## src/hdl/smvp_pkg.sv

```systemverilog
// Shared types, codes and saturating arithmetic for the sparse matrix-vector product core.
package smvp_pkg;

    localparam int MODE_W  = 3;
    localparam int INDEX_W = 12;
    localparam int VALUE_W = 32;
    localparam int ACC_W   = 64;
    localparam int FRAC_W  = 16;

    localparam logic [MODE_W-1:0] MODE_LOAD_VECTOR = 3'd0;
    localparam logic [MODE_W-1:0] MODE_LOAD_PRIOR  = 3'd1;
    localparam logic [MODE_W-1:0] MODE_NONZERO     = 3'd2;
    localparam logic [MODE_W-1:0] MODE_EMPTY_ROW   = 3'd3;
    localparam logic [MODE_W-1:0] MODE_START       = 3'd4;

    localparam logic signed [ACC_W-1:0] ACC_MAX = {1'b0, {(ACC_W-1){1'b1}}};
    localparam logic signed [ACC_W-1:0] ACC_MIN = {1'b1, {(ACC_W-1){1'b0}}};
    localparam logic signed [ACC_W-1:0] ROUND_HALF = ACC_W'(64'sd32768);

    typedef struct packed {
        logic signed [ACC_W-1:0] sum;
        logic                    ovf;
    } smvp_sat_t;

    // finished row on its way from the accumulator to rounding
    typedef struct packed {
        logic [INDEX_W-1:0]      row;
        logic signed [ACC_W-1:0] sum;
        logic                    clip;
        logic [VALUE_W-1:0]      prior;
    } smvp_close_t;

    function automatic smvp_sat_t sat_add64(input logic signed [ACC_W-1:0] a,
                                            input logic signed [ACC_W-1:0] b);
        logic signed [ACC_W-1:0] s;
        smvp_sat_t               r;
        s     = a + b;
        r.ovf = (a[ACC_W-1] == b[ACC_W-1]) && (s[ACC_W-1] != a[ACC_W-1]);
        if (r.ovf)
        begin
            r.sum = a[ACC_W-1] ? ACC_MIN : ACC_MAX;
        end
        else
        begin
            r.sum = s;
        end
        return r;
    endfunction

endpackage

```

## src/hdl/smvp_row_close.sv

```systemverilog
// Row close pipeline: prior-output add, rounding, clipping and result register.
module smvp_row_close
    import smvp_pkg::*;
(
    input  logic                      clk,
    input  logic                      rst_n,
    input  logic                      accumulate_mode,
    input  logic                      in_valid,
    output logic                      in_ready,
    input  smvp_close_t               item,
    output logic                      out_valid,
    input  logic                      out_ready,
    output logic [INDEX_W-1:0]        row,
    output logic signed [VALUE_W-1:0] result_value,
    output logic                      saturated
);

    logic        s3_valid_reg, s3_valid_next;
    smvp_close_t s3_item_reg;

    logic                    s4_valid_reg, s4_valid_next;
    logic signed [ACC_W-1:0] s4_sum_reg;
    logic                    s4_clip_reg;
    logic [INDEX_W-1:0]      s4_row_reg;

    logic                      out_valid_reg, out_valid_next;
    logic [INDEX_W-1:0]        row_reg;
    logic signed [VALUE_W-1:0] result_reg;
    logic                      sat_reg;

    logic can_out, can_4, can_3;

    logic signed [ACC_W-1:0]         prior_ext;
    smvp_sat_t                       prior_sum;
    logic signed [ACC_W-1:0]         s4_sum_next;
    logic                            s4_clip_next;
    smvp_sat_t                       rounded;
    logic signed [ACC_W-FRAC_W-1:0]  quot;
    logic                            q_hi, q_lo;
    logic signed [VALUE_W-1:0]       result_next;
    logic                            sat_next;

    assign can_out  = !out_valid_reg || out_ready;
    assign can_4    = !s4_valid_reg || can_out;
    assign can_3    = !s3_valid_reg || can_4;
    assign in_ready = can_3;

    // prior output is Q16.16, accumulator Q32.32
    assign prior_ext = {{(ACC_W-VALUE_W-FRAC_W){s3_item_reg.prior[VALUE_W-1]}},
                        s3_item_reg.prior, {FRAC_W{1'b0}}};
    assign prior_sum = sat_add64(s3_item_reg.sum, prior_ext);

    always_comb
    begin
        if (accumulate_mode)
        begin
            s4_sum_next  = prior_sum.sum;
            s4_clip_next = s3_item_reg.clip || prior_sum.ovf;
        end
        else
        begin
            s4_sum_next  = s3_item_reg.sum;
            s4_clip_next = s3_item_reg.clip;
        end
    end

    // round half up, floor shift, clip to 32 bits
    assign rounded = sat_add64(s4_sum_reg, ROUND_HALF);
    assign quot    = rounded.sum[ACC_W-1:FRAC_W];
    assign q_hi    = !quot[ACC_W-FRAC_W-1] && (|quot[ACC_W-FRAC_W-2:VALUE_W-1]);
    assign q_lo    = quot[ACC_W-FRAC_W-1] && !(&quot[ACC_W-FRAC_W-2:VALUE_W-1]);

    always_comb
    begin
        priority if (q_hi)
        begin
            result_next = {1'b0, {(VALUE_W-1){1'b1}}};
        end
        else if (q_lo)
        begin
            result_next = {1'b1, {(VALUE_W-1){1'b0}}};
        end
        else
        begin
            result_next = quot[VALUE_W-1:0];
        end
        sat_next = s4_clip_reg || rounded.ovf || q_hi || q_lo;
    end

    assign s3_valid_next  = can_3 ? in_valid : s3_valid_reg;
    assign s4_valid_next  = can_4 ? s3_valid_reg : s4_valid_reg;
    assign out_valid_next = can_out ? s4_valid_reg : out_valid_reg;

    always_ff @(posedge clk or negedge rst_n)
    begin
        if (!rst_n)
        begin
            s3_valid_reg  <= 1'b0;
            s4_valid_reg  <= 1'b0;
            out_valid_reg <= 1'b0;
        end
        else
        begin
            s3_valid_reg  <= s3_valid_next;
            s4_valid_reg  <= s4_valid_next;
            out_valid_reg <= out_valid_next;
        end
    end

    always_ff @(posedge clk)
    begin
        if (can_3)
        begin
            s3_item_reg <= item;
        end
        if (can_4)
        begin
            s4_sum_reg  <= s4_sum_next;
            s4_clip_reg <= s4_clip_next;
            s4_row_reg  <= s3_item_reg.row;
        end
        if (can_out)
        begin
            row_reg    <= s4_row_reg;
            result_reg <= result_next;
            sat_reg    <= sat_next;
        end
    end

    assign out_valid    = out_valid_reg;
    assign row          = row_reg;
    assign result_value = result_reg;
    assign saturated    = sat_reg;

endmodule

```

## config.mk

```make
export PLATFORM = sky130hd
export DESIGN_NAME = smvp_row_close
export DESIGN_NICKNAME = d
export VERILOG_FILES = /design/src/hdl/smvp_pkg.sv /design/src/hdl/smvp_row_close.sv
export SDC_FILE = /design/constraint.sdc
export NUM_CORES = 1
export LEC_CHECK = 0
export BUFFER_PORTS_ARGS = -buffer_cell sky130_fd_sc_hd__clkbuf_2
export CAP_MARGIN = 15
export CELL_PAD_IN_SITES_DETAIL_PLACEMENT = 0
export CELL_PAD_IN_SITES_GLOBAL_PLACEMENT = 1
export CORE_MARGIN = 4
export CORE_UTILIZATION = 31
export DETAILED_ROUTE_END_ITERATION = 6
export GPL_ROUTABILITY_DRIVEN = 1
export PLACE_DENSITY = 0.61
export SKIP_LAST_GASP = 1
export SLEW_MARGIN = 20
export SYNTH_ARGS = -nofsm -noshare
export SYNTH_HDL_FRONTEND = slang
export SYNTH_SLANG_ARGS = --single-unit
```

## constraint.sdc

```tcl
create_clock -name clk -period 5.4 [get_ports clk]
set_input_delay 1.08 -clock clk [delete_from_list [all_inputs] [get_ports clk]]
set_output_delay 1.08 -clock clk [all_outputs]
set_load 0.1 [all_outputs]
```

==> results.sh, run 1 <==
export IMPL_slew_worst_pin_ps=933.5
export IMPL_antenna_found_initial=0
export IMPL_largest_register_ffs=62
export IMPL_synthDominantAreaCellType="sky130_fd_sc_hd__edfxtp_1"
export IMPL_largest_net_degree_at_the_start_of_global_routing=69
export IMPL_ys_types=69
export IMPL_worst_skew_ps=20.70
export IMPL_most_frequent_cells_in_the_layout="201 x sky130_fd_sc_hd__edfxtp_1, 145 x sky130_fd_sc_hd__clkbuf_2, 140 x sky130_fd_sc_hd__a21oi_1"
export IMPL_dr_pass1_iterations=5
export IMPL_io_buffers=145
export IMPL_drtIter0Drc=527
export IMPL_ir_drop_v=0.0001940
export IMPL_synth_compound_area_frac=0.1597
export IMPL_min_period_ps=4175
export IMPL_num_antenna_cells=0
export IMPL_muxShareOfSynthArea=0.004455
export IMPL_final_period_utilization=0.7732
export IMPL_hold_path_class="in -> async"
export IMPL_synth_simple_gate_area_frac=0.1485
export IMPL_drc=0
export IMPL_synth_async_reset_ratio=0.01471
export IMPL_synth_seq_area_share=0.5439
export IMPL_via_count=8261
export IMPL_count_of_flip_flops_with_a_built_in_enable_after_synthesis=201
export IMPL_number_of_i_o_pins=161
export IMPL_worst_r2r_cell_count=11
export IMPL_total_of_endpoints_with_negative_setup_slack_in_the_final_report=0
export IMPL_mostFrequentLayoutCell="sky130_fd_sc_hd__edfxtp_1"
export IMPL_drt_antenna_violating_nets=0
export IMPL_total_nets_after_synthesis=1201
export IMPL_htree_levels=1
export IMPL_std_cell_rows=69
export IMPL_design_die_area_um2=39350
export IMPL_num_nets_final=1334
export IMPL_sequentialPowerShare=0.418
export IMPL_final_core_utilization=0.3697
export IMPL_grt_pass1_wl_mm=45.64
export IMPL_power_total_w=0.005206
export IMPL_static_leakage_power_nw=5.017
export IMPL_criticalPathCategory="reg -> reg"
export IMPL_worst_setup_path_start_kind="flip-flop"
export IMPL_post_cts_setup_buffer_count=0
export IMPL_clk_root_buffer_cell="sky130_fd_sc_hd__clkbuf_16"
export IMPL_largest_family_of_logic_cells_by_synthesized_area="compound AO/OA/AOI/OAI gates"
export IMPL_power_combinational_fraction=0.279
export IMPL_postSynth_topFlopCell="sky130_fd_sc_hd__edfxtp_1"
export IMPL_drive_gt1_frac=0.1817
export IMPL_numCtsBuffers=24
export IMPL_hpwl_mm=22.27
export IMPL_netSwitchingFraction=0.3499
export IMPL_clkLatencyLatePin_ps=530
export IMPL_crit_required_ps=5580
export IMPL_pre_cts_ws_ps=1289
export IMPL_path_max_fanout=37
export IMPL_worst_endpoint_arrival_ps=4360
export IMPL_die_width_um=198.4
export IMPL_post_cts_resize_count=0
export IMPL_core_um2=35660
export IMPL_timing_fmax_ghz=0.2395
export IMPL_status="finished clean"
export IMPL_floorplan_die_height_um=198.4
export IMPL_globalRouteOverflowTotal=0
export IMPL_p_int_w=0.003384
export IMPL_setup_slack_of_the_most_critical_reg_to_reg_path_ps=1220
export IMPL_power_per_cell_area_nw_per_um2=394.9
export IMPL_synth_top_cell_area_share=0.5373
export IMPL_starting_density_of_the_core=0.3151
export IMPL_max_slew_margin_rel=0.3777
export IMPL_synth_ff_latch_count=204
export IMPL_post_drt_wl_per_cell_um=17.76
export IMPL_route_final_wire_length_mm=29.31
export IMPL_synthesis_area_per_instance_um2=10.82
export IMPL_clk_pin_slew_worst_paths_ps=60
export IMPL_cts_sinks=204
export IMPL_yosys_warnings=0
export IMPL_cts_hold_buffers_added=0
export IMPL_fin_area_um2=13180
export IMPL_endpoint_kind="flip-flop"
export IMPL_area_growth_synth_to_final_pct=17.34
export IMPL_cts_buffer_depth=3
export IMPL_yosys_area_share_xor_xnor=0.05925
export IMPL_synthAdderAreaFrac=0.05524
export IMPL_postPlaceCellArea_um2=12390
export IMPL_cap_viol_max_count=0
export IMPL_synth_area_leaders="sky130_fd_sc_hd__edfxtp_1 54%, sky130_fd_sc_hd__a21oi_1 6.2%, sky130_fd_sc_hd__ha_1 5.3%, sky130_fd_sc_hd__nor2_1 4.3%, sky130_fd_sc_hd__xnor2_1 3.6%"
export IMPL_groute_usage_overall=0.1455
export IMPL_drt_vias_per_instance=5.007
export IMPL_rsz0062_at_grt="no"
export IMPL_setup_slack_ps=1225
export IMPL_grt_pass1_vias=8058
export IMPL_place_gp_congestion=0.8445
export IMPL_synthesis_instances=1038
export IMPL_power_switching_w=0.001821
export IMPL_netlist_area_um2=11230
export IMPL_hold_viol_final=0
export IMPL_clock_network_fraction_of_total_power=0.303
export IMPL_slew_viol_final=0
export IMPL_tritoncts="done"
==> power groups by stage <==
| stage | registers, W | clock network [W] | logic, W |
|---|---|---|---|
| 4_1_cts | 0.00218 | 0.00163 | 0.00146 |
| 3_3_place_gp | 0.00220 | 0 | 0.00146 |
| 5_1_grt | 0.00220 | 0.00169 | 0.00159 |
| 2_1_floorplan | 0.00252 | 0 | 0.000791 |
| 6_report | 0.00218 | 0.00157 | 0.00145 |
| 3_5_place_dp | 0.00221 | 0 | 0.00145 |
==> worst max-delay path, stage by stage, from the launching register on <==
cell                       delay [ps]
sky130_fd_sc_hd__edfxtp_1         960
sky130_fd_sc_hd__ha_1             470
sky130_fd_sc_hd__a21oi_1          210
sky130_fd_sc_hd__o21ai_0          180
sky130_fd_sc_hd__a21oi_1          220
sky130_fd_sc_hd__o22ai_1          100
sky130_fd_sc_hd__a31o_2           270
sky130_fd_sc_hd__a31oi_2          380
sky130_fd_sc_hd__nand3_1          280
sky130_fd_sc_hd__buf_4            390
sky130_fd_sc_hd__a21oi_1          180
sky130_fd_sc_hd__a21oi_1          150
==> cells in the mapped netlist (4+ instances only) <==
cell type / count
sky130_fd_sc_hd__edfxtp_1: 201
sky130_fd_sc_hd__a21oi_1: 140
sky130_fd_sc_hd__nor2_1: 128
sky130_fd_sc_hd__nand2_1: 65
sky130_fd_sc_hd__ha_1: 48
sky130_fd_sc_hd__xnor2_1: 46
sky130_fd_sc_hd__o21ai_0: 36
sky130_fd_sc_hd__clkbuf_1: 34
sky130_fd_sc_hd__nand4_1: 32
sky130_fd_sc_hd__xor2_1: 30
sky130_fd_sc_hd__inv_1: 29
sky130_fd_sc_hd__o21ai_1: 29
sky130_fd_sc_hd__nand3_1: 24
sky130_fd_sc_hd__o21bai_1: 17
sky130_fd_sc_hd__a21o_1: 14
sky130_fd_sc_hd__nand2b_1: 11
sky130_fd_sc_hd__nor3_1: 10
sky130_fd_sc_hd__a31oi_1: 9
sky130_fd_sc_hd__nor2b_1: 8
sky130_fd_sc_hd__and3_1: 6
sky130_fd_sc_hd__o21a_1: 6
sky130_fd_sc_hd__a211oi_1: 5
sky130_fd_sc_hd__buf_6: 5
sky130_fd_sc_hd__mux2i_1: 5
sky130_fd_sc_hd__nor4_1: 5
sky130_fd_sc_hd__or3_1: 5
sky130_fd_sc_hd__a211o_1: 4
sky130_fd_sc_hd__nand4b_1: 4
sky130_fd_sc_hd__o221ai_1: 4
sky130_fd_sc_hd__o31ai_1: 4
sky130_fd_sc_hd__or4_1: 4
==> through the flow <==
step	TNS, ps	instances	hold WS (ps)
global route	0	1650	334.1
detailed placement	0	1605	404.5
CTS	0	1649	325.3
finish	0	1650	355.6
global placement	0	1605	401.5
floorplan	-84100	1038	400.3
==> cells by family (layout without fill, tap and decap cells) <==
group / after synthesis / in the layout
AND/OR/NAND/NOR: 329 / 329
flip-flops: 204 / 204
adder cells (fa/ha/maj): 49 / 49
buffers and inverters: 75 / 226
AO/OA/AOI/OAI: 300 / 300
XOR/XNOR: 76 / 76
multiplexers: 5 / 5
==> cell type report <==
cell class	count	area, µm²
timing repair buffer	153	789.5
clock buffer	26	629.4
inverter	29	108.9
fill	3540	22470
multi-input combinational	759	4822
sequential	204	6112
clock inverter	18	143.9
tap	461	576.8
==> final timing paths <==
| kind | startpoint | endpoint |
|---|---|---|
| max in group asynchronous | rst_n | out_valid |
| worst min register to register | s4_row_reg[7] | row[7] |
| worst max-delay path | prior_ext[47] | s4_sum_reg[27] |
| min in group clk | s4_row_reg[7] | row[7] |
| worst min-delay path | rst_n | out_valid |
| worst max register to register | prior_ext[47] | s4_sum_reg[27] |
==> metal layers <==
metal  track usage  up-vias  wire length, µm
met5             0        -                0
li1              -     4161                -
met2        0.2203      217            12580
met3       0.01931       31             1298
met1        0.2222     3852            14800
met4       0.03366        0              630
(Power assumes the default switching activity.)
==> run 2: changes to the inputs <==
- ABC_AREA: unset -> 1
- PLACE_DENSITY: 0.61 -> 0.66
- clock period: 5.4 -> 3.84 ns (I/O delays scaled with it)
==> results.sh, run 2 <==
export IMPL_synth_ff_latch_count=204
export IMPL_synthDominantAreaCellType="sky130_fd_sc_hd__edfxtp_1"
export IMPL_max_slew_margin_rel=0.5089
export IMPL_synth_area_leaders="sky130_fd_sc_hd__edfxtp_1 50%, sky130_fd_sc_hd__nand2_1 13%, sky130_fd_sc_hd__nor2_1 7.1%, sky130_fd_sc_hd__ha_1 4.9%, sky130_fd_sc_hd__a21oi_1 4.6%"
export IMPL_worst_hold_path_num_cells=1
export IMPL_clkLatencyLatePin_ps=530
export IMPL_tritoncts="done"
export IMPL_timing_critical_path_cells="ha_1, a21oi_1, a21boi_0, o21bai_1, a21oi_1, nand3_1, a21oi_4, buf_12, a21oi_1"
export IMPL_htree_levels=1
export IMPL_finalSetupTns_ps=0
export IMPL_place_detailed_instances=2098
export IMPL_dr_pass1_iterations=5
export IMPL_hold_viol_final=0
export IMPL_numCtsBuffers=24
export IMPL_globalRouteOverflowTotal=0
export IMPL_area_growth_synth_to_final_pct=18.40
export IMPL_critical_path_top_cell_by_count="sky130_fd_sc_hd__a21oi_1"
export IMPL_worst_endpoint_arrival_ps=3490
export IMPL_floorplan_die_height_um=206.0
export IMPL_num_antenna_cells=0
export IMPL_clk_pin_slew_worst_paths_ps=60
export IMPL_place_gp_congestion=0.8952
export IMPL_power_per_cell_area_nw_per_um2=527.2
export IMPL_post_cts_resize_count=0
export IMPL_slew_viol_final=0
export IMPL_worst_r2r_cell_count=9
export IMPL_critical_path_reg2reg_startpoint="prior_ext[47]"
export IMPL_number_of_i_o_pins=161
export IMPL_yosys_warnings=0
export IMPL_status="finished clean"
export IMPL_critical_path_cell_with_the_highest_stage_delay="sky130_fd_sc_hd__edfxtp_1"
export IMPL_endpoint_kind="flip-flop"
export IMPL_slew_worst_pin_ps=736.6
export IMPL_synthesis_instances=1445
export IMPL_cap_viol_max_count=0
export IMPL_route_final_wire_length_mm=36.04
export IMPL_std_cell_rows=72
export IMPL_antenna_found_initial=0
export IMPL_hpwl_mm=29.11
export IMPL_total_nets_after_synthesis=1608
export IMPL_criticalPathCategory="reg -> reg"
export IMPL_worst_skew_ps=8.824
export IMPL_drtIter0Drc=652
export IMPL_clk_root_buffer_cell="sky130_fd_sc_hd__clkbuf_16"
export IMPL_worst_setup_path_start_kind="flip-flop"
export IMPL_final_period_utilization=0.8424
export IMPL_grt_pass1_wl_mm=55.34
export IMPL_rsz0062_at_grt="no"
export IMPL_starting_density_of_the_core=0.3139
export IMPL_io_buffers=145
export IMPL_synthTopCellsByCount="421 x sky130_fd_sc_hd__nand2_1, 231 x sky130_fd_sc_hd__nor2_1, 201 x sky130_fd_sc_hd__edfxtp_1"
export IMPL_postSynth_topFlopCell="sky130_fd_sc_hd__edfxtp_1"
export IMPL_netlist_area_um2=12160
export IMPL_post_drt_wl_per_cell_um=16.82
export IMPL_cts_buffer_depth=3
export IMPL_drt_antenna_violating_nets=0
export IMPL_crit_required_ps=4100
export IMPL_largest_net_degree_at_the_start_of_global_routing=96
export IMPL_timing_fmax_ghz=0.3091
export IMPL_synth_seq_area_share=0.5026
export IMPL_cts_sinks=204
export IMPL_setup_slack_of_the_most_critical_reg_to_reg_path_ps=610
export IMPL_die_width_um=206.0
export IMPL_grt_pass1_vias=9847
export IMPL_via_count=9978
export IMPL_finish_cell_count_without_fillers=2142
export IMPL_count_of_flip_flops_with_a_built_in_enable_after_synthesis=201
export IMPL_hold_path_class="in -> reg"
export IMPL_most_frequent_cells_in_the_layout="419 x sky130_fd_sc_hd__nand2_1, 231 x sky130_fd_sc_hd__nor2_1, 201 x sky130_fd_sc_hd__edfxtp_1"
export IMPL_ir_drop_v=0.0003331
export IMPL_mostFrequentLayoutCell="sky130_fd_sc_hd__nand2_1"
export IMPL_path_max_fanout=36
export IMPL_synth_top_cell_area_share=0.4964
export IMPL_static_leakage_power_nw=6.209
export IMPL_synth_most_common_cell="sky130_fd_sc_hd__nand2_1"
export IMPL_drc=0
export IMPL_startpoint_of_the_tightest_hold_check_path="item[88]"
export IMPL_synth_async_reset_ratio=0.01471
export IMPL_whs_endpoint="s3_item_reg[88]"
export IMPL_largest_register_ffs=62
export IMPL_reg2reg_to="s4_sum_reg[46]"
export IMPL_post_cts_setup_buffer_count=0
export IMPL_num_nets_final=1770
export IMPL_drt_vias_per_instance=4.658
export IMPL_cp_slowest_stage_delay_ps=750
export IMPL_ys_types=35
export IMPL_design_die_area_um2=42450
export IMPL_total_of_endpoints_with_negative_setup_slack_in_the_final_report=0
export IMPL_min_period_ps=3235
export IMPL_groute_usage_overall=0.1684
export IMPL_synthesis_area_per_instance_um2=8.414
export IMPL_core_um2=38740
export IMPL_drive_gt1_frac=0.1435
[run 2: layout make-up]
type / count / area, µm²
sequential: 204 / 6111
multi-input combinational: 1086 / 5436
inverter: 129 / 484.2
clock buffer: 27 / 633.1
tap: 518 / 648.1
fill: 4079 / 24340
clock inverter: 16 / 173.9
timing repair buffer: 162 / 908.4
[run 2: critical path: cells and delay by family (launching register included)]
family / cells / cell delay, ps
adders and majority gates: 1 / 410
and+or+nand+nor: 1 / 250
AOI/OAI and AO/OA: 6 / 1300
buffers and inverters: 1 / 230
DFF: 1 / 750
[run 2: logic make-up after synthesis]
kind of cell | count (synthesis) | share of synthesized area
AND/OR/NAND/NOR | 808 | 0.2763
XOR/XNOR | 56 | 0.04034
flip-flops | 204 | 0.5026
buffers and inverters | 155 | 0.05197
AO/OA/AOI/OAI | 173 | 0.07770
adder cells (fa/ha/maj) | 49 | 0.05104
[run 2: what timing repair did]
item	CTS	global route
endpoints found under the setup margin	0	0
hold buffers	1	0
hold endpoints to repair	3	0
[run 2: layer usage]
layer	global-route usage	share of wire	vias up
li1	-	-	5150
met1	0.2317	0.47	4546
met2	0.2819	0.47	233
met3	0.02165	0.044	49
met4	0.04349	0.024	0
met5	0	0	-
[run 2: how the worst max path moves through the flow]
stage	end	startpoint	slack (ps)	depth (start not counted)
detailed placement	s4_sum_reg[46]	prior_ext[47]	560	9
finish	s4_sum_reg[46]	prior_ext[47]	610	9
global placement	s4_sum_reg[46]	prior_ext[47]	590	9
floorplan	in_ready	out_valid	340	3
CTS	s4_sum_reg[46]	prior_ext[47]	530	9
global route	s4_sum_reg[46]	prior_ext[47]	390	9
[run 2: power by group]
group	switching (W)	total, W	internal (W)
clock network	0.000916	0.00231	0.00139
logic	0.00162	0.00223	0.000615
registers	0.000228	0.00305	0.00282
[run 2: through the flow]
step                      instance area, µm²  hold WS, ps  setup slack [ps]  power [W]    util
after floorplan                        12170        400.3             342.1   0.004692       -
after CTS                              14400        369.0             534.4   0.007693  0.3716
final                                  14400        407.8             605.0   0.007589  0.3716
after global routing                   14400        375.4             394.1   0.008038  0.3716
after global placement                 13580        401.1             586.0   0.005325  0.3505
after detailed placement               13580        404.5             555.1   0.005335  0.3505
==> run 3: changes to the inputs <==
- clock period: 3.84 -> 2.7 ns (I/O delays scaled with it)
==> results.sh, run 3 (synthesis gave the netlist of run 2 again) <==
export IMPL_starting_density_of_the_core=0.3139
export IMPL_fin_area_um2=16300
export IMPL_postPlaceCellArea_um2=14750
export IMPL_path_max_fanout=19
export IMPL_hpwl_mm=30.64
export IMPL_final_period_utilization=0.9790
export IMPL_drc=0
export IMPL_antenna_found_initial=0
export IMPL_dr_pass1_iterations=5
export IMPL_num_antenna_cells=0
export IMPL_final_core_utilization=0.4209
export IMPL_max_slew_margin_rel=0.6327
export IMPL_post_drt_wl_per_cell_um=16.39
export IMPL_grt_pass1_wl_mm=57.66
export IMPL_drtIter0Drc=566
export IMPL_area_growth_synth_to_final_pct=34.09
export IMPL_io_buffers=145
export IMPL_tritoncts="done"
export IMPL_worst_endpoint_arrival_ps=3000
export IMPL_min_period_ps=2643
export IMPL_design_die_area_um2=42450
export IMPL_timing_fmax_ghz=0.3783
export IMPL_status="finished clean"
export IMPL_clk_pin_slew_worst_paths_ps=60
export IMPL_groute_usage_overall=0.1748
export IMPL_via_count=10730
export IMPL_slew_viol_final=0
export IMPL_num_nets_final=1937
export IMPL_htree_levels=1
export IMPL_worst_setup_path_start_kind="flip-flop"
export IMPL_hold_viol_final=0
export IMPL_most_frequent_cells_in_the_layout="404 x sky130_fd_sc_hd__nand2_1, 214 x sky130_fd_sc_hd__nor2_1, 201 x sky130_fd_sc_hd__edfxtp_1"
export IMPL_static_leakage_power_nw=7.137
export IMPL_criticalPathCategory="reg -> reg"
export IMPL_grt_pass1_vias=10620
export IMPL_number_of_i_o_pins=161
export IMPL_total_of_endpoints_with_negative_setup_slack_in_the_final_report=0
export IMPL_cts_buffer_depth=3
export IMPL_mostFrequentLayoutCell="sky130_fd_sc_hd__nand2_1"
export IMPL_core_um2=38740
export IMPL_cts_sinks=204
export IMPL_power_total_w=0.01155
export IMPL_drive_gt1_frac=0.2697
export IMPL_clkLatencyLatePin_ps=550
export IMPL_floorplan_die_height_um=206.0
export IMPL_route_final_wire_length_mm=37.84
export IMPL_ir_drop_v=0.0004706
export IMPL_place_gp_congestion=0.9345
export IMPL_globalRouteOverflowTotal=0
export IMPL_largest_register_ffs=62
export IMPL_die_width_um=206.0
export IMPL_rsz0062_at_grt="yes"
export IMPL_std_cell_rows=72
export IMPL_whs_ps=170.1
export IMPL_nFillCells=3975
export IMPL_critical_path_reg2reg_startpoint="prior_ext[47]"
export IMPL_worst_skew_ps=17.03
export IMPL_cap_viol_max_count=0
export IMPL_clk_root_buffer_cell="sky130_fd_sc_hd__clkbuf_16"
export IMPL_finalSetupTns_ps=0
export IMPL_slew_worst_pin_ps=550.9
export IMPL_crit_required_ps=3050
export IMPL_startpoint="prior_ext[47]"
export IMPL_startpoint_of_the_tightest_hold_check_path="item[108]"
export IMPL_numCtsBuffers=24
export IMPL_drt_antenna_violating_nets=0
export IMPL_hold_path_class="in -> reg"
export IMPL_largest_net_degree_at_the_start_of_global_routing=76
export IMPL_endpoint_kind="flip-flop"
export IMPL_power_per_cell_area_nw_per_um2=708.4
export IMPL_drt_vias_per_instance=4.645
run 3: cell types whose count changed in the layout (fill, tap and decap cells not counted), moves of 14 or more:
cell | before | now
sky130_fd_sc_hd__a21oi_1 | 111 | 88
sky130_fd_sc_hd__nand2_2 | 12 | 26
sky130_fd_sc_hd__buf_4 | 13 | 162
sky130_fd_sc_hd__a21oi_2 | 0 | 21
sky130_fd_sc_hd__nand2_1 | 419 | 404
sky130_fd_sc_hd__nor2_1 | 231 | 214
run 3: per-stage QoR:
stage	worst slack [ps]	cells
CTS	1.016	2292
global route	-76.11	2309
floorplan	106.8	1445
finish	56.83	2309
detailed placement	-230.7	2242
global placement	-231.6	2242
run 3: area by class of cell:
class / instances / area, µm² / share of cell area
Timing Repair Buffer: 329 / 2372 / 0.1455
Multi-Input combinational cell: 1086 / 5881 / 0.3607
Inverter: 129 / 488.0 / 0.02993
Clock buffer: 30 / 644.4 / 0.03952
Sequential cell: 204 / 6115 / 0.3751
Tap cell: 518 / 648.1 / 0.03975
Clock inverter: 13 / 155.1 / 0.009517
run 3: where the power goes:
part,leakage (nW),total (W),internal (W),switching [W]
clock network,0.376,0.00328,0.00198,0.00130
registers,2.05,0.00431,0.00401,0.000293
logic,4.71,0.00397,0.00142,0.00255
total,7.14,0.0115,0.00741,0.00414
run 3: worst paths after layout:
kind                                    end  slack, ps  depth (start not counted)
setup / recovery             s4_sum_reg[46]         60                         15
hold / removal             s3_item_reg[108]        170                          1
setup reg to reg             s4_sum_reg[46]         60                         15
hold reg to reg                      row[7]        420                          0
max in group asynchronous         out_valid       2250                          2
min in group asynchronous      s4_valid_reg        320                          2
run 3: what timing repair did:
item	4_1_cts	5_1_grt
endpoints found under the setup margin	49	81
setup buffers	4	14
hold buffers	1	0
endpoints found under the hold margin	3	0
pin swaps	4	13
gates resized for setup	25	89
cloned	2	4
run 3: metal layers:
metal / wire, µm / vias up / GRT usage
li1: - / 5476 / -
met1: 17070 / 4911 / 0.2359
met2: 17760 / 264 / 0.2935
met3: 1585 / 75 / 0.02087
met4: 1425 / 0 / 0.05680
met5: 0 / - / 0
run 3: critical path, cell delays in order, from the launching register on:
cell	delay, ps
sky130_fd_sc_hd__edfxtp_1	440
sky130_fd_sc_hd__buf_8	190
sky130_fd_sc_hd__ha_4	280
sky130_fd_sc_hd__nand2_1	70
sky130_fd_sc_hd__buf_4	140
sky130_fd_sc_hd__nor2_4	120
sky130_fd_sc_hd__inv_1	80
sky130_fd_sc_hd__nor2_2	150
sky130_fd_sc_hd__nand2_2	90
sky130_fd_sc_hd__nor2_2	100
sky130_fd_sc_hd__nand2_2	80
sky130_fd_sc_hd__nand4_1	90
sky130_fd_sc_hd__buf_4	160
sky130_fd_sc_hd__buf_12	170
sky130_fd_sc_hd__nand2_1	70
sky130_fd_sc_hd__a21oi_1	220
